### config.mk
export PLATFORM = sky130hd
export DESIGN_NAME = kwbq_lane
export DESIGN_NICKNAME = d
export VERILOG_FILES = /design/src/rtl/core/kwbq_pkg.sv /design/src/rtl/core/kwbq_lane.sv
export SDC_FILE = /design/constraint.sdc
export NUM_CORES = 2
export LEC_CHECK = 0
export BUFFER_PORTS_ARGS = -buffer_cell sky130_fd_sc_hd__buf_2
export CORE_MARGIN = 3
export CORE_UTILIZATION = 65
export CTS_BUF_LIST = sky130_fd_sc_hd__clkbuf_4
export CTS_CLUSTER_DIAMETER = 80
export DETAILED_ROUTE_END_ITERATION = 8
export GPL_TIMING_DRIVEN = 0
export PLACE_DENSITY = 0.82
export SLEW_MARGIN = 20
export SYNTH_ARGS = -nofsm -noshare
export SYNTH_HDL_FRONTEND = slang
export SYNTH_SLANG_ARGS = --single-unit
### constraint.sdc
create_clock -name clock -period 25.4 [get_ports clock]
set_input_delay 1.27 -clock clock [delete_from_list [all_inputs] [get_ports clock]]
set_output_delay 1.27 -clock clock [all_outputs]
set_load 0.005 [all_outputs]
### src/rtl/core/kwbq_pkg.sv
// kwbq_pkg: shared types, constants and arithmetic helpers of the k-weighting filter
package kwbq_pkg;

   localparam int SampleW  = 24;
   localparam int DataW    = 32;
   localparam int CoefW    = 32;
   localparam int ProdW    = 64;
   localparam int AccW     = 40;
   localparam int InFields = 2;
   localparam int StepW    = 4;
   localparam int AddrW    = 5;
   localparam int RegIdxW  = 3;

   // register indexes
   localparam logic [RegIdxW-1:0] REG_SHELF_B0      = 3'd0;
   localparam logic [RegIdxW-1:0] REG_SHELF_B1      = 3'd1;
   localparam logic [RegIdxW-1:0] REG_SHELF_B2      = 3'd2;
   localparam logic [RegIdxW-1:0] REG_SHELF_A1      = 3'd3;
   localparam logic [RegIdxW-1:0] REG_SHELF_A2      = 3'd4;
   localparam logic [RegIdxW-1:0] REG_HIGHPASS_GAIN = 3'd5;
   localparam logic [RegIdxW-1:0] REG_HIGHPASS_A1   = 3'd6;
   localparam logic [RegIdxW-1:0] REG_HIGHPASS_A2   = 3'd7;

   // tap schedule of a lane, one product per step
   localparam logic [StepW-1:0] STEP_SB0  = 4'd0;
   localparam logic [StepW-1:0] STEP_SB1  = 4'd1;
   localparam logic [StepW-1:0] STEP_SB2  = 4'd2;
   localparam logic [StepW-1:0] STEP_SA1  = 4'd3;
   localparam logic [StepW-1:0] STEP_SA2  = 4'd4;
   localparam logic [StepW-1:0] STEP_HX1  = 4'd5;
   localparam logic [StepW-1:0] STEP_HX2  = 4'd6;
   localparam logic [StepW-1:0] STEP_HA1  = 4'd7;
   localparam logic [StepW-1:0] STEP_HA2  = 4'd8;
   localparam logic [StepW-1:0] STEP_HS   = 4'd9;
   localparam logic [StepW-1:0] STEP_LAST = 4'd11;

   typedef enum logic {
      KWBQ_IDLE,
      KWBQ_BUSY
   } kwbq_state_type;

   typedef struct packed {
      logic signed [SampleW-1:0] left_sample;
      logic signed [SampleW-1:0] right_sample;
   } kwbq_req_type;

   typedef struct packed {
      logic signed [DataW-1:0] left_weighted;
      logic signed [DataW-1:0] right_weighted;
   } kwbq_rsp_type;

   typedef struct packed {
      logic signed [CoefW-1:0] shelf_b0;
      logic signed [CoefW-1:0] shelf_b1;
      logic signed [CoefW-1:0] shelf_b2;
      logic signed [CoefW-1:0] shelf_a1;
      logic signed [CoefW-1:0] shelf_a2;
      logic signed [CoefW-1:0] highpass_gain;
      logic signed [CoefW-1:0] highpass_a1;
      logic signed [CoefW-1:0] highpass_a2;
   } kwbq_coef_type;

   typedef struct packed {
      logic             start;
      logic             mul_en;
      logic             commit;
      logic [StepW-1:0] step;
   } kwbq_ctrl_type;

   // 48 kHz coefficients
   localparam kwbq_coef_type CoefReset = '{
      shelf_b0:      32'sd412081942,
      shelf_b1:      -32'sd722546694,
      shelf_b2:      32'sd321691120,
      shelf_a1:      -32'sd453832899,
      shelf_a2:      32'sd196623811,
      highpass_gain: 32'sd268435456,
      highpass_a1:   -32'sd534199295,
      highpass_a2:   32'sd265770496
   };

   localparam logic signed [ProdW-1:0] RndHalf28 = 64'sh0000_0000_0800_0000;
   localparam logic signed [ProdW-1:0] RndHalf27 = 64'sh0000_0000_0400_0000;

   // round a q28 product to q23, half up; sh27 rounds one bit less for the -2 tap
   function automatic logic signed [AccW-1:0] kwbq_round(
      input logic signed [ProdW-1:0] p,
      input logic                    sh27
   );
      logic signed [ProdW-1:0] sum;
      logic signed [ProdW-1:0] shifted;
      sum     = p + (sh27 ? RndHalf27 : RndHalf28);
      shifted = sh27 ? (sum >>> 27) : (sum >>> 28);
      return shifted[AccW-1:0];
   endfunction

   function automatic logic signed [DataW-1:0] kwbq_sat(
      input logic signed [AccW-1:0] v
   );
      logic [AccW-DataW:0] top;
      top = v[AccW-1:DataW-1];
      if ((&top) || !(|top)) begin
         return v[DataW-1:0];
      end else if (v[AccW-1]) begin
         return {1'b1, {(DataW-1){1'b0}}};
      end else begin
         return {1'b0, {(DataW-1){1'b1}}};
      end
   endfunction

endpackage

### src/rtl/core/kwbq_lane.sv
// kwbq_lane: one channel of shelf and high-pass biquads on a shared multiplier
module kwbq_lane (
   input  logic                                clock,
   input  logic                                reset,
   input  kwbq_pkg::kwbq_ctrl_type             ctrl,
   input  kwbq_pkg::kwbq_coef_type             coef,
   input  logic signed [kwbq_pkg::SampleW-1:0] x,
   output logic signed [kwbq_pkg::DataW-1:0]   y
);
   import kwbq_pkg::*;

   logic signed [DataW-1:0] x_ff;
   logic signed [DataW-1:0] sx1_ff, sx2_ff, sy1_ff, sy2_ff;
   logic signed [DataW-1:0] hx1_ff, hx2_ff, hy1_ff, hy2_ff;
   logic signed [AccW-1:0]  shelf_acc_ff, shelf_acc_in;
   logic signed [AccW-1:0]  hp_acc_ff, hp_acc_in;
   logic signed [ProdW-1:0] prod_ff, prod_in;
   logic                    prod_neg_ff, prod_neg_in;
   logic                    prod_sh27_ff, prod_sh27_in;
   logic                    prod_hp_ff, prod_hp_in;
   logic                    prod_vld_ff;
   logic signed [CoefW-1:0] op_coef;
   logic signed [DataW-1:0] op_data;
   logic signed [DataW-1:0] shelf_out;
   logic signed [AccW-1:0]  term;

   assign shelf_out = kwbq_sat(shelf_acc_ff);
   assign y         = kwbq_sat(hp_acc_ff);

   // operand select for the current tap
   always_comb begin
      op_coef      = '0;
      op_data      = '0;
      prod_neg_in  = 1'b0;
      prod_sh27_in = 1'b0;
      prod_hp_in   = 1'b0;
      case (ctrl.step)
         STEP_SB0: begin
            op_coef = coef.shelf_b0;
            op_data = x_ff;
         end
         STEP_SB1: begin
            op_coef = coef.shelf_b1;
            op_data = sx1_ff;
         end
         STEP_SB2: begin
            op_coef = coef.shelf_b2;
            op_data = sx2_ff;
         end
         STEP_SA1: begin
            op_coef     = coef.shelf_a1;
            op_data     = sy1_ff;
            prod_neg_in = 1'b1;
         end
         STEP_SA2: begin
            op_coef     = coef.shelf_a2;
            op_data     = sy2_ff;
            prod_neg_in = 1'b1;
         end
         STEP_HX1: begin
            op_coef      = coef.highpass_gain;
            op_data      = hx1_ff;
            prod_neg_in  = 1'b1;
            prod_sh27_in = 1'b1;
            prod_hp_in   = 1'b1;
         end
         STEP_HX2: begin
            op_coef    = coef.highpass_gain;
            op_data    = hx2_ff;
            prod_hp_in = 1'b1;
         end
         STEP_HA1: begin
            op_coef     = coef.highpass_a1;
            op_data     = hy1_ff;
            prod_neg_in = 1'b1;
            prod_hp_in  = 1'b1;
         end
         STEP_HA2: begin
            op_coef     = coef.highpass_a2;
            op_data     = hy2_ff;
            prod_neg_in = 1'b1;
            prod_hp_in  = 1'b1;
         end
         STEP_HS: begin
            // shelf sum has settled by this step
            op_coef    = coef.highpass_gain;
            op_data    = shelf_out;
            prod_hp_in = 1'b1;
         end
         default: begin
            op_coef = '0;
            op_data = '0;
         end
      endcase
   end

   assign prod_in = op_coef * op_data;
   assign term    = kwbq_round(prod_ff, prod_sh27_ff);

   always_comb begin
      shelf_acc_in = shelf_acc_ff;
      hp_acc_in    = hp_acc_ff;
      if (ctrl.start) begin
         shelf_acc_in = '0;
         hp_acc_in    = '0;
      end else if (prod_vld_ff) begin
         if (prod_hp_ff) begin
            hp_acc_in = prod_neg_ff ? hp_acc_ff - term : hp_acc_ff + term;
         end else begin
            shelf_acc_in = prod_neg_ff ? shelf_acc_ff - term : shelf_acc_ff + term;
         end
      end
   end

   always_ff @(posedge clock) begin
      prod_ff      <= prod_in;
      prod_neg_ff  <= prod_neg_in;
      prod_sh27_ff <= prod_sh27_in;
      prod_hp_ff   <= prod_hp_in;
      shelf_acc_ff <= shelf_acc_in;
      hp_acc_ff    <= hp_acc_in;
      if (ctrl.start) begin
         x_ff <= DataW'(x);
      end
   end

   always_ff @(posedge clock) begin
      if (reset) begin
         prod_vld_ff <= 1'b0;
         sx1_ff      <= '0;
         sx2_ff      <= '0;
         sy1_ff      <= '0;
         sy2_ff      <= '0;
         hx1_ff      <= '0;
         hx2_ff      <= '0;
         hy1_ff      <= '0;
         hy2_ff      <= '0;
      end else begin
         prod_vld_ff <= ctrl.mul_en;
         if (ctrl.commit) begin
            sx2_ff <= sx1_ff;
            sx1_ff <= x_ff;
            sy2_ff <= sy1_ff;
            sy1_ff <= shelf_out;
            hx2_ff <= hx1_ff;
            hx1_ff <= shelf_out;
            hy2_ff <= hy1_ff;
            hy1_ff <= y;
         end
      end
   end

endmodule

# Word-level counts from Yosys, hierarchy flattened
# Index checks and enable logic that the tools add are counted.
[op_classes]
n_eq_ne = 9
n_addsub = 5
muxes = 13
bitwise_logic = 1
multipliers = 1
reduce_logical = 16
[ops]
columns = ["operator", "n"]
rows = [
  ["case mux 32 bit (8 select lines)", 2],
  ["2-to-1 mux 32 bit", 4],
  ["adder 40 x 37 -> 40 bit", 2],
  ["2-to-1 mux 40 bit", 2],
  ["subtractor 40 x 37 -> 40 bit", 2],
  ["adder 64 x 29 -> 64 bit", 1],
  ["multiplier 32 x 32 -> 64 bit", 1],
  ["2-to-1 mux 36 bit", 1],
  ["2-to-1 mux 28 bit", 1],
  ["AND reduction 9 bit", 2],
  ["OR reduction 9 bit", 2],
  ["== test 4 x 3 -> 1 bit (second input constant)", 4],
  ["OR reduction 5 bit", 2],
  ["== test 4 x 2 -> 1 bit (second input constant)", 2],
  ["== test 4 bit (second input constant)", 2],
  ["== test 4 x 1 -> 1 bit (second input constant)", 1],
  ["logical NOT 4 bit", 1],
  ["AND reduction 2 bit", 2],
  ["OR reduction 2 bit", 2],
  ["2-to-1 mux 1 bit", 3],
  ["OR reduction 3 bit", 1],
  ["logical NOT 1 bit", 2],
  ["logical OR 1 bit", 2],
  ["NOT 1 bit", 1],
]
[word_totals]
reg_bits = 348
output_inout_bits = 32
input_bits = 289

# Longest topological paths before layout
[depth]
depth_word = 6
mapped_depth = 40
depth_no_buf = 34

# Worst setup path before layout
# OpenSTA, ideal clock, no wires.
[synth_path]
path_type = "input port to flip-flop"
startpoint = "in ctrl[1] (netlist name)"
endpoint = "reg prod_ff[40]"
arrival_ns = 10.773
setup_slack_ns = 14.501
stages = 35
setup_ns = 0.126
required_ns = 25.274
n_path_buf = 5
cell_sequence = "buf_2 > clkbuf_1 > buf_1 > clkbuf_1 > mux2i_1 > nor2_1 > a21oi_1 > nor2_1 > a211oi_1 > clkbuf_1 > nor2_1 > fa_1 > inv_1 > fa_1 > fa_1 > fa_1 > inv_1 > fa_1 > fa_1 > fa_1 > inv_1 > fa_1 > inv_1 > ha_1 > inv_1 > o21bai_1 > a21o_1 > a221o_1 > or2_2 > or3_1 > o21a_1 > a31o_2 > a21boi_0 > o21bai_1 > xor2_1"
[synth_via]
elab_chain_cells = 4
[synth_rtl]
columns = ["item", "line", "rtl"]
rows = [
  ["start: declaration", "kwbq_lane.sv:5", "input kwbq_pkg::kwbq_ctrl_type ctrl,"],
  ["== test 4 bit, or another cell as far along", "kwbq_lane.sv:37", "case (ctrl.step)"],
  ["OR reduction 3 bit (no line) / OR reduction 2 bit (equally long branches)", "--", ""],
  ["case mux 32 bit (8 select lines)", "kwbq_lane.sv:37", ""],
  ["multiplier 32 x 32 -> 64 bit (*)", "kwbq_lane.sv:97", "assign prod_in = op_coef * op_data;"],
  ["net prod_in[40]", "kwbq_lane.sv:17", "logic signed [ProdW-1:0] prod_ff, prod_in;"],
  ["end signal: assignment", "kwbq_lane.sv:116", "prod_ff <= prod_in;"],
  ["end: declaration", "kwbq_lane.sv:17", ""],
]
# The timed path passes the listed nets; every way through them passes the cells marked *.
# A chain may end at the register's enable or synchronous reset.

# Worst setup path after layout
[layout_path]
startpoint = "in ctrl[0] (netlist name)"
endpoint = "reg prod_ff[61]"
# Same word-level chain as after synthesis.

==> results.yml <==
placed_design:
  dp_hpwl_microns: 192200
  gp_congestion: 1.105
  pre_cts_ws_ps: 9591
  io_buffers: 317
logic_synthesis:
  avgSynthCellArea_sq_um: 8.570
  synth_nets: 8132
  synth_area_leaders: "fa_1 39%, dfxtp_1 11%, inv_1 7.2%"
  synth_top_area_share_pct: 38.96
  synth.distinct_cells: 92
  synth_edf_count: 24
  synth-seq-cells: 322
  synth-async-reset-ratio_pct: 0
  yosys_warnings: 0
  synth_ff_type: "dfxtp_1"
  ys_seq_area_share_pct: 12.01
  synth_top_cell_by_area: "fa_1"
  syn_area_sq_um: 55700
  syn-instance-count: 6499
global_route:
  grt_overflow_total: 0
  grt_usage_pct: 52.62
  grt_antenna_before_repair: 17
  grt_max_degree: 27
  grt_pass1_wl_microns: 337800
  grt_pass1_vias: 52310
worst_setup_path:
  reg2reg_depth: 32
  r2r_end: "prod_ff[61]"
  crit_type: "in -> reg"
  rrSetupSlack_ps: 11860
  end_kind: "register"
  crit_arrival_ps: 16710
  rr_startpoint: "shelf_acc_ff[32]"
  cp-endpoint: "prod_ff[61]"
  crit_required_ps: 26080
  slowest_stage: "nand3_1"
  cp_common_cell: "fa_1"
  critical_path.startpoint: "ctrl[0]"
  path_max_fanout: 10
  max_stage_delay_ps: 1040
  startpoint_type: "input port"
floorplanning:
  die_h_microns: 298.7
  core_sq_um: 84220
  ios: 321
  fp-row-count: 106
  die_x_microns: 298.7
  dieArea_sq_um: 89230
  start_util_pct: 66.13
timing:
  setup-tns-final_ps: 0
  min_period_ps: 16030
  tightest_slew_ps: 1460
  fin_crit_sh_pct: 63.13
  fin_ws_ps: 9365
  rsz0062_at_grt: "no"
  slew_violations: 0
  setup_viol: 0
  fmax_ghz: 0.06236
  finalClockSkew_ps: 80.43
  hold_violations: 0
  slew_headroom_pct: 1.657
routing:
  viasPerCell: 6.534
  postRouteAntennaNets: 0
  avgRoutedWirePerCell_microns: 29.21
  drcViolationCount: 234
  drtPass1Iterations: 9
  wl_microns: 237300
  detailroute.via_count: 53100
  first_iter_violations: 7868
pwr:
  power.leakage_nw: 29.14
  p_total_mw: 7.298
  power_density_nw_per_um2: 121.3
  irDropWorstVdd_uv: 308.3
run_status:
  status: "finished with violations"
  violations: "design-rule violations, max-capacitance violations"
final_layout:
  area_growth_pct: 8.022
  fillers: 6803
  layout_commonest_cell: "fa_1"
  final_cell_mix: "1083 x fa_1, 1072 x inv_1, 835 x nand2_1"
  fin_nets: 8549
  drive_above_1_share_pct: 8.281
clocking:
  clkTransAtPathRegs_ps: 70
  clock_path_buffers: 3
  clkSinkCount: 322
  cts_resized: 0
  cts_tree: "yes"
  cts-root-buf: "clkbuf_4"
  clock_latency_ps: 850
  cts_buffers: 82
  post_cts_buffers: 0
  postCtsHoldBufs: 0
  htree_num_levels: 3
min_path:
  hold_class: "reg -> reg"
  whs_path_depth: 2
flow_run:
  max_cap_violations: 1
## registers in the layout, summed over array words and instances, names as in the netlist
signal and flops:
sx1_ff 24, hp_acc_ff 40, prod_neg_ff 1, prod_sh27_ff 1
prod_ff 38, prod_vld_ff 1, prod_hp_ff 1, hy2_ff 32
hx2_ff 32, hx1_ff 32, shelf_acc_ff 40, sx2_ff 24
hy1_ff 32, x_ff 24
## worst max-delay path, delay by kind of cell
kind                     cells  cell delay [ps]
AND/OR/NAND/NOR              9             4250
adder cells (fa/ha/maj)      9             3840
AO/OA/AOI/OAI                6             2460
buffers and inverters       11             4810
## where the power goes
part | switching (mW) | internal, mW | total (mW)
sequential | 0.0999 | 0.647 | 0.746
combinational | 3.86 | 2.19 | 6.06
clock | 0.244 | 0.252 | 0.495
## cells by family (layout without fill, tap and decap cells)
| group | after synthesis | in the layout | share of synthesized area (%) |
|---|---|---|---|
| simple gates | 2073 | 2073 | 16.06 |
| buf+inv | 1444 | 1925 | 9.772 |
| fa+ha+maj | 1344 | 1344 | 44.80 |
| compound gates | 985 | 985 | 11.77 |
| flops | 322 | 322 | 12.01 |
| xor+xnor | 171 | 171 | 2.689 |
| mux | 160 | 160 | 2.902 |
| other cells | 0 | 12 | 0 |
## synth_stat cells (39+ instances only)
library cell and instances:
fa_1 1084, inv_1 1072, nand2_1 835, nor2_1 777, a21oi_1 328, clkbuf_1 310, dfxtp_1 298, ha_1 260
mux2i_1 151, a21o_1 115, xnor2_1 109, o21ai_0 100, nand3_1 89, a22oi_1 82, a211oi_1 62, xor2_1 62
and2_1 55, nand2b_1 50, nand4_1 47, buf_1 45, o21a_1 41, a222oi_1 40, nor3_1 39
## how the worst min path moves through the flow
| stage | startpoint | end |
|---|---|---|
| 6_report | hp_acc_ff[22] | hp_acc_ff[22] |
| 5_1_grt | hp_acc_ff[26] | hp_acc_ff[26] |
| 4_1_cts | sx1_ff[16] | sx2_ff[16] |
| 3_5_place_dp | hp_acc_ff[22] | hp_acc_ff[22] |
| 3_3_place_gp | hp_acc_ff[23] | hp_acc_ff[23] |
| 2_1_floorplan | hp_acc_ff[3] | hp_acc_ff[3] |
## metal layers
layer	up-vias	part of all wire, %	global-route usage [%]
met5	-	0.16	2.381
met1	25690	32	61.67
li1	21500	-	-
met2	4572	40	74.20
met4	14	10	41.59
met3	1326	17	24.37
## cell type report
| type | instances | area, sq um | share of cell area, % |
|---|---|---|---|
| antenna | 12 | 30.03 | 0.04991 |
| tap | 1134 | 1419 | 2.358 |
| buffer | 371 | 1434 | 2.383 |
| sequential | 322 | 6686 | 11.11 |
| timing repair buffer | 333 | 1729 | 2.874 |
| inverter | 1073 | 4028 | 6.694 |
| clock inverter | 27 | 211.5 | 0.3515 |
| multi-input combinational | 4733 | 43720 | 72.67 |
| clock buffer | 121 | 908.4 | 1.510 |
## per-stage QoR
stage                     util [%]  hold slack, ps  instance area (sq um)  cells
after detailed placement     70.02           467.3                  58970   7965
after CTS                    71.35           445.3                  60090   8113
after floorplan                  -           449.2                  55700   6499
final                        71.44           479.7                  60160   8126
after global routing         71.41           503.2                  60140   8117
after global placement       69.70           458.4                  58700   7950
(Power assumes the default switching activity.)
