### src/rtl/core/kwbq_pkg.sv
// kwbq_pkg: shared types, constants and arithmetic helpers of the k-weighting filter
package kwbq_pkg;

   localparam int SampleW  = 24;
   localparam int DataW    = 32;
   localparam int CoefW    = 32;
   localparam int ProdW    = 64;
   localparam int AccW     = 40;
   localparam int InFields = 2;
   localparam int StepW    = 4;
   localparam int AddrW    = 5;
   localparam int RegIdxW  = 3;

   // register indexes
   localparam logic [RegIdxW-1:0] REG_SHELF_B0      = 3'd0;
   localparam logic [RegIdxW-1:0] REG_SHELF_B1      = 3'd1;
   localparam logic [RegIdxW-1:0] REG_SHELF_B2      = 3'd2;
   localparam logic [RegIdxW-1:0] REG_SHELF_A1      = 3'd3;
   localparam logic [RegIdxW-1:0] REG_SHELF_A2      = 3'd4;
   localparam logic [RegIdxW-1:0] REG_HIGHPASS_GAIN = 3'd5;
   localparam logic [RegIdxW-1:0] REG_HIGHPASS_A1   = 3'd6;
   localparam logic [RegIdxW-1:0] REG_HIGHPASS_A2   = 3'd7;

   // tap schedule of a lane, one product per step
   localparam logic [StepW-1:0] STEP_SB0  = 4'd0;
   localparam logic [StepW-1:0] STEP_SB1  = 4'd1;
   localparam logic [StepW-1:0] STEP_SB2  = 4'd2;
   localparam logic [StepW-1:0] STEP_SA1  = 4'd3;
   localparam logic [StepW-1:0] STEP_SA2  = 4'd4;
   localparam logic [StepW-1:0] STEP_HX1  = 4'd5;
   localparam logic [StepW-1:0] STEP_HX2  = 4'd6;
   localparam logic [StepW-1:0] STEP_HA1  = 4'd7;
   localparam logic [StepW-1:0] STEP_HA2  = 4'd8;
   localparam logic [StepW-1:0] STEP_HS   = 4'd9;
   localparam logic [StepW-1:0] STEP_LAST = 4'd11;

   typedef enum logic {
      KWBQ_IDLE,
      KWBQ_BUSY
   } kwbq_state_type;

   typedef struct packed {
      logic signed [SampleW-1:0] left_sample;
      logic signed [SampleW-1:0] right_sample;
   } kwbq_req_type;

   typedef struct packed {
      logic signed [DataW-1:0] left_weighted;
      logic signed [DataW-1:0] right_weighted;
   } kwbq_rsp_type;

   typedef struct packed {
      logic signed [CoefW-1:0] shelf_b0;
      logic signed [CoefW-1:0] shelf_b1;
      logic signed [CoefW-1:0] shelf_b2;
      logic signed [CoefW-1:0] shelf_a1;
      logic signed [CoefW-1:0] shelf_a2;
      logic signed [CoefW-1:0] highpass_gain;
      logic signed [CoefW-1:0] highpass_a1;
      logic signed [CoefW-1:0] highpass_a2;
   } kwbq_coef_type;

   typedef struct packed {
      logic             start;
      logic             mul_en;
      logic             commit;
      logic [StepW-1:0] step;
   } kwbq_ctrl_type;

   // 48 kHz coefficients
   localparam kwbq_coef_type CoefReset = '{
      shelf_b0:      32'sd412081942,
      shelf_b1:      -32'sd722546694,
      shelf_b2:      32'sd321691120,
      shelf_a1:      -32'sd453832899,
      shelf_a2:      32'sd196623811,
      highpass_gain: 32'sd268435456,
      highpass_a1:   -32'sd534199295,
      highpass_a2:   32'sd265770496
   };

   localparam logic signed [ProdW-1:0] RndHalf28 = 64'sh0000_0000_0800_0000;
   localparam logic signed [ProdW-1:0] RndHalf27 = 64'sh0000_0000_0400_0000;

   // round a q28 product to q23, half up; sh27 rounds one bit less for the -2 tap
   function automatic logic signed [AccW-1:0] kwbq_round(
      input logic signed [ProdW-1:0] p,
      input logic                    sh27
   );
      logic signed [ProdW-1:0] sum;
      logic signed [ProdW-1:0] shifted;
      sum     = p + (sh27 ? RndHalf27 : RndHalf28);
      shifted = sh27 ? (sum >>> 27) : (sum >>> 28);
      return shifted[AccW-1:0];
   endfunction

   function automatic logic signed [DataW-1:0] kwbq_sat(
      input logic signed [AccW-1:0] v
   );
      logic [AccW-DataW:0] top;
      top = v[AccW-1:DataW-1];
      if ((&top) || !(|top)) begin
         return v[DataW-1:0];
      end else if (v[AccW-1]) begin
         return {1'b1, {(DataW-1){1'b0}}};
      end else begin
         return {1'b0, {(DataW-1){1'b1}}};
      end
   endfunction

endpackage

### src/rtl/core/kwbq_regs.sv
// kwbq_regs: apb coefficient registers of the k-weighting filter
module kwbq_regs (
   input  logic                         clock,
   input  logic                         reset,
   input  logic                         csr_psel,
   input  logic                         csr_penable,
   input  logic                         csr_pwrite,
   input  logic [kwbq_pkg::AddrW-1:0]   csr_paddr,
   input  logic [kwbq_pkg::CoefW-1:0]   csr_pwdata,
   output logic [kwbq_pkg::CoefW-1:0]   csr_prdata,
   output logic                         csr_pready,
   output kwbq_pkg::kwbq_coef_type      coef
);
   import kwbq_pkg::*;

   kwbq_coef_type        coef_ff;
   kwbq_coef_type        coef_in;
   logic [RegIdxW-1:0]   idx;
   logic                 wr_en;

   assign idx        = csr_paddr[AddrW-1:2];
   assign wr_en      = csr_psel & csr_penable & csr_pwrite;
   assign csr_pready = 1'b1;
   assign coef       = coef_ff;

   always_comb begin
      coef_in = coef_ff;
      if (wr_en) begin
         unique case (idx)
            REG_SHELF_B0:      coef_in.shelf_b0      = csr_pwdata;
            REG_SHELF_B1:      coef_in.shelf_b1      = csr_pwdata;
            REG_SHELF_B2:      coef_in.shelf_b2      = csr_pwdata;
            REG_SHELF_A1:      coef_in.shelf_a1      = csr_pwdata;
            REG_SHELF_A2:      coef_in.shelf_a2      = csr_pwdata;
            REG_HIGHPASS_GAIN: coef_in.highpass_gain = csr_pwdata;
            REG_HIGHPASS_A1:   coef_in.highpass_a1   = csr_pwdata;
            REG_HIGHPASS_A2:   coef_in.highpass_a2   = csr_pwdata;
            default:           coef_in               = coef_ff;
         endcase
      end
   end

   always_comb begin
      unique case (idx)
         REG_SHELF_B0:      csr_prdata = coef_ff.shelf_b0;
         REG_SHELF_B1:      csr_prdata = coef_ff.shelf_b1;
         REG_SHELF_B2:      csr_prdata = coef_ff.shelf_b2;
         REG_SHELF_A1:      csr_prdata = coef_ff.shelf_a1;
         REG_SHELF_A2:      csr_prdata = coef_ff.shelf_a2;
         REG_HIGHPASS_GAIN: csr_prdata = coef_ff.highpass_gain;
         REG_HIGHPASS_A1:   csr_prdata = coef_ff.highpass_a1;
         REG_HIGHPASS_A2:   csr_prdata = coef_ff.highpass_a2;
         default:           csr_prdata = '0;
      endcase
   end

   always_ff @(posedge clock) begin
      if (reset) begin
         coef_ff <= CoefReset;
      end else begin
         coef_ff <= coef_in;
      end
   end

endmodule

### config.mk
export PLATFORM = sky130hd
export DESIGN_NAME = kwbq_regs
export DESIGN_NICKNAME = d
export VERILOG_FILES = /design/src/rtl/core/kwbq_pkg.sv /design/src/rtl/core/kwbq_regs.sv
export SDC_FILE = /design/constraint.sdc
export NUM_CORES = 1
export LEC_CHECK = 0
export BUFFER_PORTS_ARGS = -buffer_cell sky130_fd_sc_hd__buf_2
export CAP_MARGIN = 20
export CORE_ASPECT_RATIO = 2
export CORE_MARGIN = 2
export CORE_UTILIZATION = 56
export DETAILED_ROUTE_END_ITERATION = 7
export PLACE_DENSITY_LB_ADDON = 0.25
export RECOVER_POWER = 100
export SETUP_SLACK_MARGIN = 0.2
export SKIP_CTS_REPAIR_TIMING = 1
export SYNTH_ARGS = -nofsm -noshare
export SYNTH_HDL_FRONTEND = slang
export SYNTH_SLANG_ARGS = --single-unit
### constraint.sdc
create_clock -name clock -period 2.4 [get_ports clock]
set_input_delay 0.12 -clock clock [delete_from_list [all_inputs] [get_ports clock]]
set_output_delay 0.12 -clock clock [all_outputs]
set_load 0.005 [all_outputs]
# Word-level counts from Yosys, hierarchy flattened
# Cells that the tools add are included.
[op_classes]
muxes = 1
eq_ne = 7
bitwise_logic = 2
n_reduce_logical = 9
[ops]
columns = ["cell", "count"]
rows = [
  ["case mux 32 bit (8 select lines)", 1],
  ["AND reduction 2 bit", 8],
  ["== test 3 bit (second input constant)", 4],
  ["== test 3 x 2 -> 1 bit (second input constant)", 2],
  ["== test 3 x 1 -> 1 bit (second input constant)", 1],
  ["zero test 3 bit", 1],
  ["AND 1 bit", 2],
]
[word_totals]
regBits = 256
input_bits = 42
wordCells = 27

# Depth between registers and ports, before layout
# Gate-level depths: netlist of run 1.
[depth]
depth_word = 3
ltp_mapped = 7
ltp_nobuf = 4

# Worst setup path after synthesis of run 1
# OpenSTA, ideal clock, no wires.
[synth_timing]
path_type = "input -> output"
startpoint = "in csr_paddr[3] (netlist name)"
endpoint = "out csr_prdata[12] (netlist name)"
path_stages = 6
n_path_buf = 2
setup_slack_ns = 1.048
t_arrival_ns = 1.232
required_time_ns = 2.280
path_cell_list = "buf_4 buf_6 mux2_2 a22o_1 a221oi_1 nor2_1"
[synth_via]
elab_chain_cells = 2
word_cells_on_any_way = 9
cone_classes = "eq/ne (7); mux (1); reduce/logical (1)"
[synth_lines]
columns = ["item", "line", "rtl"]
rows = [
  ["from (decl)", "kwbq_regs.sv:8", "input logic [kwbq_pkg::AddrW-1:0] csr_paddr,"],
  ["== test 3 bit (tied with other cells)", "kwbq_regs.sv:44", "unique case (idx)"],
  ["case mux 32 bit (8 select lines) *", "kwbq_regs.sv:44", ""],
  ["to (decl)", "kwbq_regs.sv:10", "output logic [kwbq_pkg::CoefW-1:0] csr_prdata,"],
]
# Mark *: on every way between the ends. The rest lies on a longest branch, timed or not.

# Final worst setup path of run 1
[layout_timing]
startpoint = "in csr_paddr[3] (netlist name)"
endpoint = "out csr_prdata[27] (netlist name)"
# Same word-level chain as after synthesis.

==> results of run 1 <==
-- kinds of logic (layout without fill, tap and decap cells) --
family	count (synthesis)	in the layout	share of synthesized area
and+or+nand+nor	685	685	0.2660
AOI/OAI and AO/OA	268	268	0.1552
DFF	256	256	0.4491
buffers and inverters	184	467	0.07566
muxes	58	58	0.05373
other	1	1	0.0003286
-- cell usage after synthesis (all sizes together) (4+ instances only) --
cell / instances
nor2: 80
a21oi: 152
buf: 94
a211o: 16
dfxtp: 256
or2: 6
mux2: 26
clkbuf: 58
a22o: 33
a32oi: 4
nand2: 483
nand3b: 97
nand2b: 7
nor2b: 4
mux2i: 32
a221oi: 56
inv: 32
-- worst max-delay path by stage --
stage                           to  depth (start not counted)  slack (ns)
finish              csr_prdata[27]                          7        0.29
global placement          coef[72]                          5        0.37
floorplan           csr_prdata[12]                          6        1.05
detailed placement        coef[67]                          5        0.31
CTS                  csr_prdata[8]                          5        0.34
global route             coef[126]                          5        0.20
-- per-stage QoR --
stage,setup slack (ns),cells
3_3_place_gp,0.3734,1925
3_5_place_dp,0.3075,1925
2_1_floorplan,1.048,1452
4_1_cts,0.3412,1965
6_report,0.2853,1997
5_1_grt,0.1955,1997
-- worst max-delay path: stages --
cell and delay (ns):
buf_4 0.35, buf_4 0.31, or3_1 0.15, clkbuf_2 0.57, nor2_1 0.09, a21oi_1 0.24
clkbuf_1 0.15
-- layer usage --
metal | track usage | up-vias
li1 | - | 5369
met1 | 0.4111 | 5508
met2 | 0.6394 | 721
met3 | 0.04478 | 218
met4 | 0.2881 | 0
met5 | 0 | -
-- cell type report --
class | count | area (sq um)
well taps | 262 | 327.8
clock buffers | 27 | 610.6
inverters | 32 | 120.1
clock inverters | 13 | 198.9
repair buffers | 395 | 2097
multi-input cells | 1012 | 5439
flip-flops and latches | 256 | 5125
fillers | 1818 | 5993
-- power by group through the flow --
stage / Sequential (uW) / Combinational [uW] / Clock (uW)
3_5_place_dp: 4420 / 752 / 0
3_3_place_gp: 4420 / 746 / 0
5_1_grt: 4330 / 848 / 4180
2_1_floorplan: 4420 / 473 / 0
4_1_cts: 4320 / 756 / 4010
6_report: 4320 / 794 / 4010
==> impl_metrics.toml, run 1 <==
[floorplan]
dieWidth_microns = 104.9
io-pin-count = 331
row_count = 73
design.core.area_sq_um = 19910
initial_utilization = 0.5731
chipHeight_microns = 205.9
floorplan.die_area_sq_um = 21600

[clocking]
clkSlewWorstSetupHoldPaths_ns = 0.07
clockRootBuffer = "clkbuf_16"
clk_latency_ns = 0.51
cts_tree = "built"
numCtsBuffers = 22
clock_tree.htree_level_count = 1
cts.sinks = 256
deepest_clock_path_buffer_count = 3

[cells_and_area]
layout_commonest_cell = "nand2_1"
layout.cells.most_common_list = "483 x nand2_1, 256 x dfxtp_1, 168 x clkbuf_1, 152 x a21oi_1, 150 x buf_2"
finalCoreUtilization = 0.6990
largest_reg_flops = 256
n_antenna_cell = 0
fin_nets = 1761
layout-area-overhead-vs-synth_pct = 21.97
post-route-cell-area_sq_um = 13920
proportion_of_layout_cells_with_a_drive_suffix_above_1 = 0.1573

[hold_path]
hold_path_startpoint = "reset"
timing.hold.worst.class = "in -> reg"
hold_end = "coef[250]"
worst_hold_path.num_cells = 2

[worst_setup_path]
crit_path_max_fanout = 30
endpoint_kind = "output pin"
r2r-start = "coef[220]"
worstSetupStartpointType = "input port"
worstPathArrival_ns = 1.99
r2r_end = "coef[220]"
setup.worst_path.class = "in -> out"
r2r.worst_path.cells = 3
critical_path_required_ns = 2.28
worst-r2r-setup-slack_ns = 1.56
crit_path_start = "csr_paddr[3]"

[global_route]
grt_antenna_before_repair = 0
grt_start_max_net_pins = 69
gr-total-overflow = 0
grt_first_pass_wirelength_microns = 62760
global_route.usage.total = 0.3705
grt_pass1_vias = 11320

[routing]
detailroute.wirelength.met3_microns = 3217
drt-vias-per-instance = 5.917
met2_routed_length_microns = 20430
vias = 11820
remaining_drc_errors = 0
met1_wire_length_microns = 14400
drt_pre_antenna_iters = 7
topRoutingLayerUsed = "met4"
drt_iter0_markers = 764
ant_nets = 0
wirelength_microns = 41760
avgRoutedWirePerCell_microns = 20.91

[placement]
dpl_cell_area_sq_um = 13060
port-buffer-count = 327
dp_hpwl_microns = 27460
routabilityCongestion = 0.9165

[status]
outcome = "finished, violations left"
violated_checks = "negative hold slack, max-capacitance violations, max-slew violations"

[yosys]
post_synthesis_net_count = 1494
synth_largest_type_area_fraction = 0.4491
yosys-top-cells-area = "dfxtp_1 45%, nand2_1 16%, a21oi_1 6.7%, nand3b_1 6.4%, a221oi_1 4.3%"
synth_edf_count = 0
yosysTopAreaCell = "dfxtp_1"
synth_ff_type = "dfxtp_1"
syn_area_sq_um = 11410
synth.ff_latch_count = 256
synthesis.yosys.warnings = 0
syn_area_per_cell_sq_um = 7.859
synth_async_sr_flop_share = 0
synth_seq_area_share = 0.4491
post_synth_num_cell_types = 31
synth_cells = 1452

[sta]
timing.final.crit_period_ns = 2.115
hold-worst-slack_ns = -0.001671
fin_clk_skew_ns = 0
final_max_slew_viol_count = 32
hold_viol_final = 1
relSlewSlack = -0.04676
max_slew.worst_pin.slew_ns = 1.570
fmax_mhz = 472.9
fin_setup_tns_ns = 0
timing.final.setup_violations = 0
grt_setup_unrepaired = "no"
tcrit_tclk_final = 0.8811

[power_and_ir_drop]
combinational_fraction_of_design_power = 0.087
p_seq_frac = 0.474
ir_worst_vdd_v = 0.0006448
internal_power_uw = 6956
power_density_nw_per_um2 = 655.5
clockPowerShare = 0.439
total_power_uw = 9123
leakagePower_uw = 0.005725
switching_share = 0.2375
power.switching_uw = 2167

[flow_run]
maxCapViolCount = 1
No activity file was read; power rests on OpenSTA's default activity.
==> run 2, diff against run 1 <==
- CORE_UTILIZATION: 56 -> 52
- clock period: 2.4 -> 2.15 ns (I/O delays scaled with it)
==> impl_metrics.toml, run 2 (synthesis gave the netlist of run 1 again) <==
[routing]
vias = 11930
drt_iter0_markers = 847
drt_pre_antenna_iters = 6
avgRoutedWirePerCell_microns = 21.35
drt-vias-per-instance = 5.910
ant_nets = 0
wirelength_microns = 43090
remaining_drc_errors = 0

[power_and_ir_drop]
clockPowerShare = 0.408
leakagePower_uw = 0.005683
internal_power_uw = 7337
power.switching_uw = 2362
combinational_fraction_of_design_power = 0.094
ir_worst_vdd_v = 0.0006062
p_seq_frac = 0.498
power_density_nw_per_um2 = 695.2
switching_share = 0.2435

[flow_run]
maxCapViolCount = 0

[sta]
grt_setup_unrepaired = "yes"
fin_clk_skew_ns = 0
tcrit_tclk_final = 0.9459
final_max_slew_viol_count = 0
fmax_mhz = 491.7
max_slew.worst_pin.slew_ns = 1.399
timing.final.setup_violations = 0
fin_setup_tns_ns = 0
relSlewSlack = 0.06759
timing.final.crit_period_ns = 2.034
hold_viol_final = 0

[floorplan]
io-pin-count = 331
floorplan.die_area_sq_um = 23220
chipHeight_microns = 213.5
initial_utilization = 0.5286
dieWidth_microns = 108.7
row_count = 76
design.core.area_sq_um = 21590

[clocking]
numCtsBuffers = 22
cts.sinks = 256
deepest_clock_path_buffer_count = 3
cts_tree = "built"
clkSlewWorstSetupHoldPaths_ns = 0.07
clk_latency_ns = 0.51
clockRootBuffer = "clkbuf_16"
clock_tree.htree_level_count = 1

[cells_and_area]
largest_reg_flops = 256
proportion_of_layout_cells_with_a_drive_suffix_above_1 = 0.1508
instances_no_fill = 2018
layout_commonest_cell = "nand2_1"
layout.cells.most_common_list = "483 x nand2_1, 256 x dfxtp_1, 195 x clkbuf_1, 152 x a21oi_1, 138 x buf_2"
layout-area-overhead-vs-synth_pct = 22.27
fin_nets = 1772

[status]
outcome = "finished, final reports clean"

[placement]
place_inst = 1947
dp_hpwl_microns = 28810
port-buffer-count = 327
routabilityCongestion = 0.9182

[global_route]
grt_start_max_net_pins = 71
grt_first_pass_wirelength_microns = 62810
grt_antenna_before_repair = 0
global_route.usage.total = 0.3556
gr-total-overflow = 0
grt_pass1_vias = 11320

[hold_path]
timing.hold.worst.class = "in -> reg"

[worst_setup_path]
worstSetupStartpointType = "input port"
critical_path.cell_chain = "buf_6, buf_12, or3_2, buf_2, nor2_1, nor2_1, buf_2"
worst_path_largest_cell_delay_ns = 0.53
crit_family = "buffers and inverters"
endpoint_kind = "output pin"
critical-path-slowest-cell = "buf_2"
timing.critical_path.buf_inv = 4
worstPathArrival_ns = 1.93
crit_path_max_fanout = 23
critical_path_required_ns = 2.04
setup.worst_path.class = "in -> out"
-- run 2: cell type report --
cell class                 count  area [sq um]
fill                        1967          7634
multi-input combinational   1012          5500
sequential                   256          5125
timing repair buffer         406          2170
clock buffer                  33         643.1
tap                          273         341.6
inverter                      32         120.1
clock inverter                 5         50.05
antenna                        1         2.502
-- run 2: worst paths after layout --
| check | startpoint | endpoint | slack, ns | depth (start not counted) |
|---|---|---|---|---|
| worst max-delay path | csr_paddr[3] | csr_prdata[16] | 0.12 | 7 |
| worst min-delay path | reset | coef[182] | 0.03 | 2 |
| worst max register to register | coef[166] | coef[166] | 1.30 | 3 |
| worst min register to register | coef[64] | coef[64] | 0.47 | 2 |
-- run 2: stage by stage --
stage	cell area (sq um)	utilization	worst slack [ns]	power, uW	hold WS [ns]
after floorplan	11410	-	0.8231	5458	0.3913
final	13950	0.6464	0.1163	9699	0.02878
after detailed placement	13210	0.6120	0.1297	5793	0.4283
after global routing	13950	0.6462	0.08564	9961	0.06104
after global placement	13210	0.6120	0.1754	5784	0.4255
after CTS	13900	0.6441	0.1289	9675	-0.1181
-- run 2: layer usage --
| metal | routed length, microns | vias up | share of wire | global-route usage |
|---|---|---|---|---|
| met4 | 3648 | 0 | 0.085 | 0.2856 |
| met5 | 0 | - | 0 | 0 |
| li1 | - | 5393 | - | - |
| met3 | 3393 | 206 | 0.079 | 0.05198 |
| met2 | 21390 | 747 | 0.50 | 0.6071 |
| met1 | 14660 | 5580 | 0.34 | 0.3843 |
-- run 2: power by group through the flow --
stage | Clock (uW) | Sequential, uW | Combinational, uW
2_1_floorplan | 0 | 4930 | 528
3_3_place_gp | 0 | 4930 | 850
3_5_place_dp | 0 | 4930 | 858
4_1_cts | 3990 | 4830 | 861
5_1_grt | 4150 | 4830 | 977
6_report | 3950 | 4830 | 916
==> run 3, diff against run 2 <==
--- a/config.mk
+++ b/config.mk
@@ -13,3 +13,3 @@
 export DETAILED_ROUTE_END_ITERATION = 7
-export PLACE_DENSITY_LB_ADDON = 0.25
+export PLACE_DENSITY = 0.87
 export RECOVER_POWER = 100
--- a/constraint.sdc
+++ b/constraint.sdc
@@ -3,2 +3,2 @@
 set_output_delay 0.1075 -clock clock [all_outputs]
-set_load 0.005 [all_outputs]
+set_load 0.01 [all_outputs]
==> impl_metrics.toml, run 3 (synthesis gave the netlist of run 1 again) <==
[clocking]
clock_tree.htree_level_count = 1
numCtsBuffers = 22
clk_latency_ns = 0.51
deepest_clock_path_buffer_count = 3
clkSlewWorstSetupHoldPaths_ns = 0.07
cts.sinks = 256
cts_tree = "built"
clockRootBuffer = "clkbuf_16"

[routing]
drt-vias-per-instance = 6.125
drt_pre_antenna_iters = 5
avgRoutedWirePerCell_microns = 22.31
drt_iter0_markers = 1385
ant_nets = 0
remaining_drc_errors = 0
vias = 12320
wirelength_microns = 44860

[placement]
port-buffer-count = 327
dpl_worst_slack_ns = 0.03799
routabilityCongestion = 0.9159
dp_hpwl_microns = 28110

[power_and_ir_drop]
ir_worst_vdd_v = 0.0006818
leakagePower_uw = 0.005466
power_density_nw_per_um2 = 724.3

[floorplan]
floorplan.die_area_sq_um = 23220
dieWidth_microns = 108.7
io-pin-count = 331
row_count = 76
design.core.area_sq_um = 21590
initial_utilization = 0.5286
chipHeight_microns = 213.5

[worst_setup_path]
endpoint_kind = "flip-flop"
crit_path_max_fanout = 8
worstSetupStartpointType = "input port"
critical_path_required_ns = 2.55
worstPathArrival_ns = 2.45
setup.worst_path.class = "in -> reg"

[sta]
hold_viol_final = 0
fin_clk_skew_ns = 0
relSlewSlack = 0.1141
max_slew.worst_pin.slew_ns = 1.329
post-route-worst-setup-slack_ns = 0.09853
timing.final.setup_violations = 0
hold-worst-slack_ns = 0.2537
fmax_mhz = 487.5
tcrit_tclk_final = 0.9542
grt_setup_unrepaired = "yes"
fin_setup_tns_ns = 0
timing.final.crit_period_ns = 2.051
final_max_slew_viol_count = 0

[cells_and_area]
fin_nets = 1766
multi_input_comb_area_sq_um = 5560
proportion_of_layout_cells_with_a_drive_suffix_above_1 = 0.1077
layout_commonest_cell = "nand2_1"
fillCellCount = 1857
largest_reg_flops = 256
final-seq-area_sq_um = 5126
layout.cells.most_common_list = "483 x nand2_1, 276 x clkbuf_1, 255 x dfxtp_1, 152 x a21oi_1, 97 x nand3b_1"
layout-area-overhead-vs-synth_pct = 22.25

[hold_path]
timing.hold.worst.class = "in -> reg"

[global_route]
grt_pass1_vias = 11610
gr-total-overflow = 0
global_route.usage.total = 0.3616
grt_start_max_net_pins = 100
grt_antenna_before_repair = 1
grt_first_pass_wirelength_microns = 64000

[flow_run]
maxCapViolCount = 0

[status]
outcome = "finished, final reports clean"
## run 3: cell count changes in the layout (fill, tap and decap cells not counted), sizes merged
cell | before | now
clkinvlp | 0 | 4
clkbuf | 230 | 305
dlygate4sd3 | 32 | 34
bufinv | 1 | 4
buf | 177 | 87
clkinv | 4 | 3
## run 3: worst paths after layout
check / start / end / slack (ns) / depth (start not counted)
min reg2reg: coef[224] / coef[224] / 0.47 / 2
max: csr_paddr[3] / coef[52] / 0.1 / 6
min: csr_paddr[2] / coef[141] / 0.25 / 6
max reg2reg: coef[52] / coef[52] / 0.94 / 3
## run 3: cell type report
type / count / share of cell area
diodes: 1 / 0.0001794
clock buffers: 26 / 0.04278
clock inverters: 11 / 0.01184
inverters: 32 / 0.008611
multi-input cells: 1012 / 0.3986
flip-flops and latches: 256 / 0.3675
well taps: 273 / 0.02449
repair buffers: 400 / 0.1460
## run 3: report_power, final
group          internal [uW]  switching, uW
Sequential              4790           43.6
Clock                   2470           1850
Combinational            351            608
Total                   7600           2500
## run 3: through the flow
step           power [uW]  instances    util  area [sq um]
2_1_floorplan        5499       1452       -         11410
3_3_place_gp         5796       1936  0.6087         13140
3_5_place_dp         5814       1936  0.6087         13140
4_1_cts             10030       1973  0.6440         13900
5_1_grt             10330       2011  0.6462         13950
6_report            10100       2011  0.6462         13950
## run 3: routing by layer
metal | vias up | routed length [microns] | track usage
met5 | - | 0 | 0
met4 | 0 | 3865 | 0.3073
met3 | 262 | 4623 | 0.07720
met2 | 1019 | 21730 | 0.5931
met1 | 5656 | 14650 | 0.3897
li1 | 5380 | - | -
## run 3: worst max-delay path, cell delays in order
cell and delay (ns):
clkbuf_2 0.23, nand4_1 0.55, or2_0 0.70, nand2_1 0.20
a21oi_1 0.08, dlygate4sd3_1 0.58
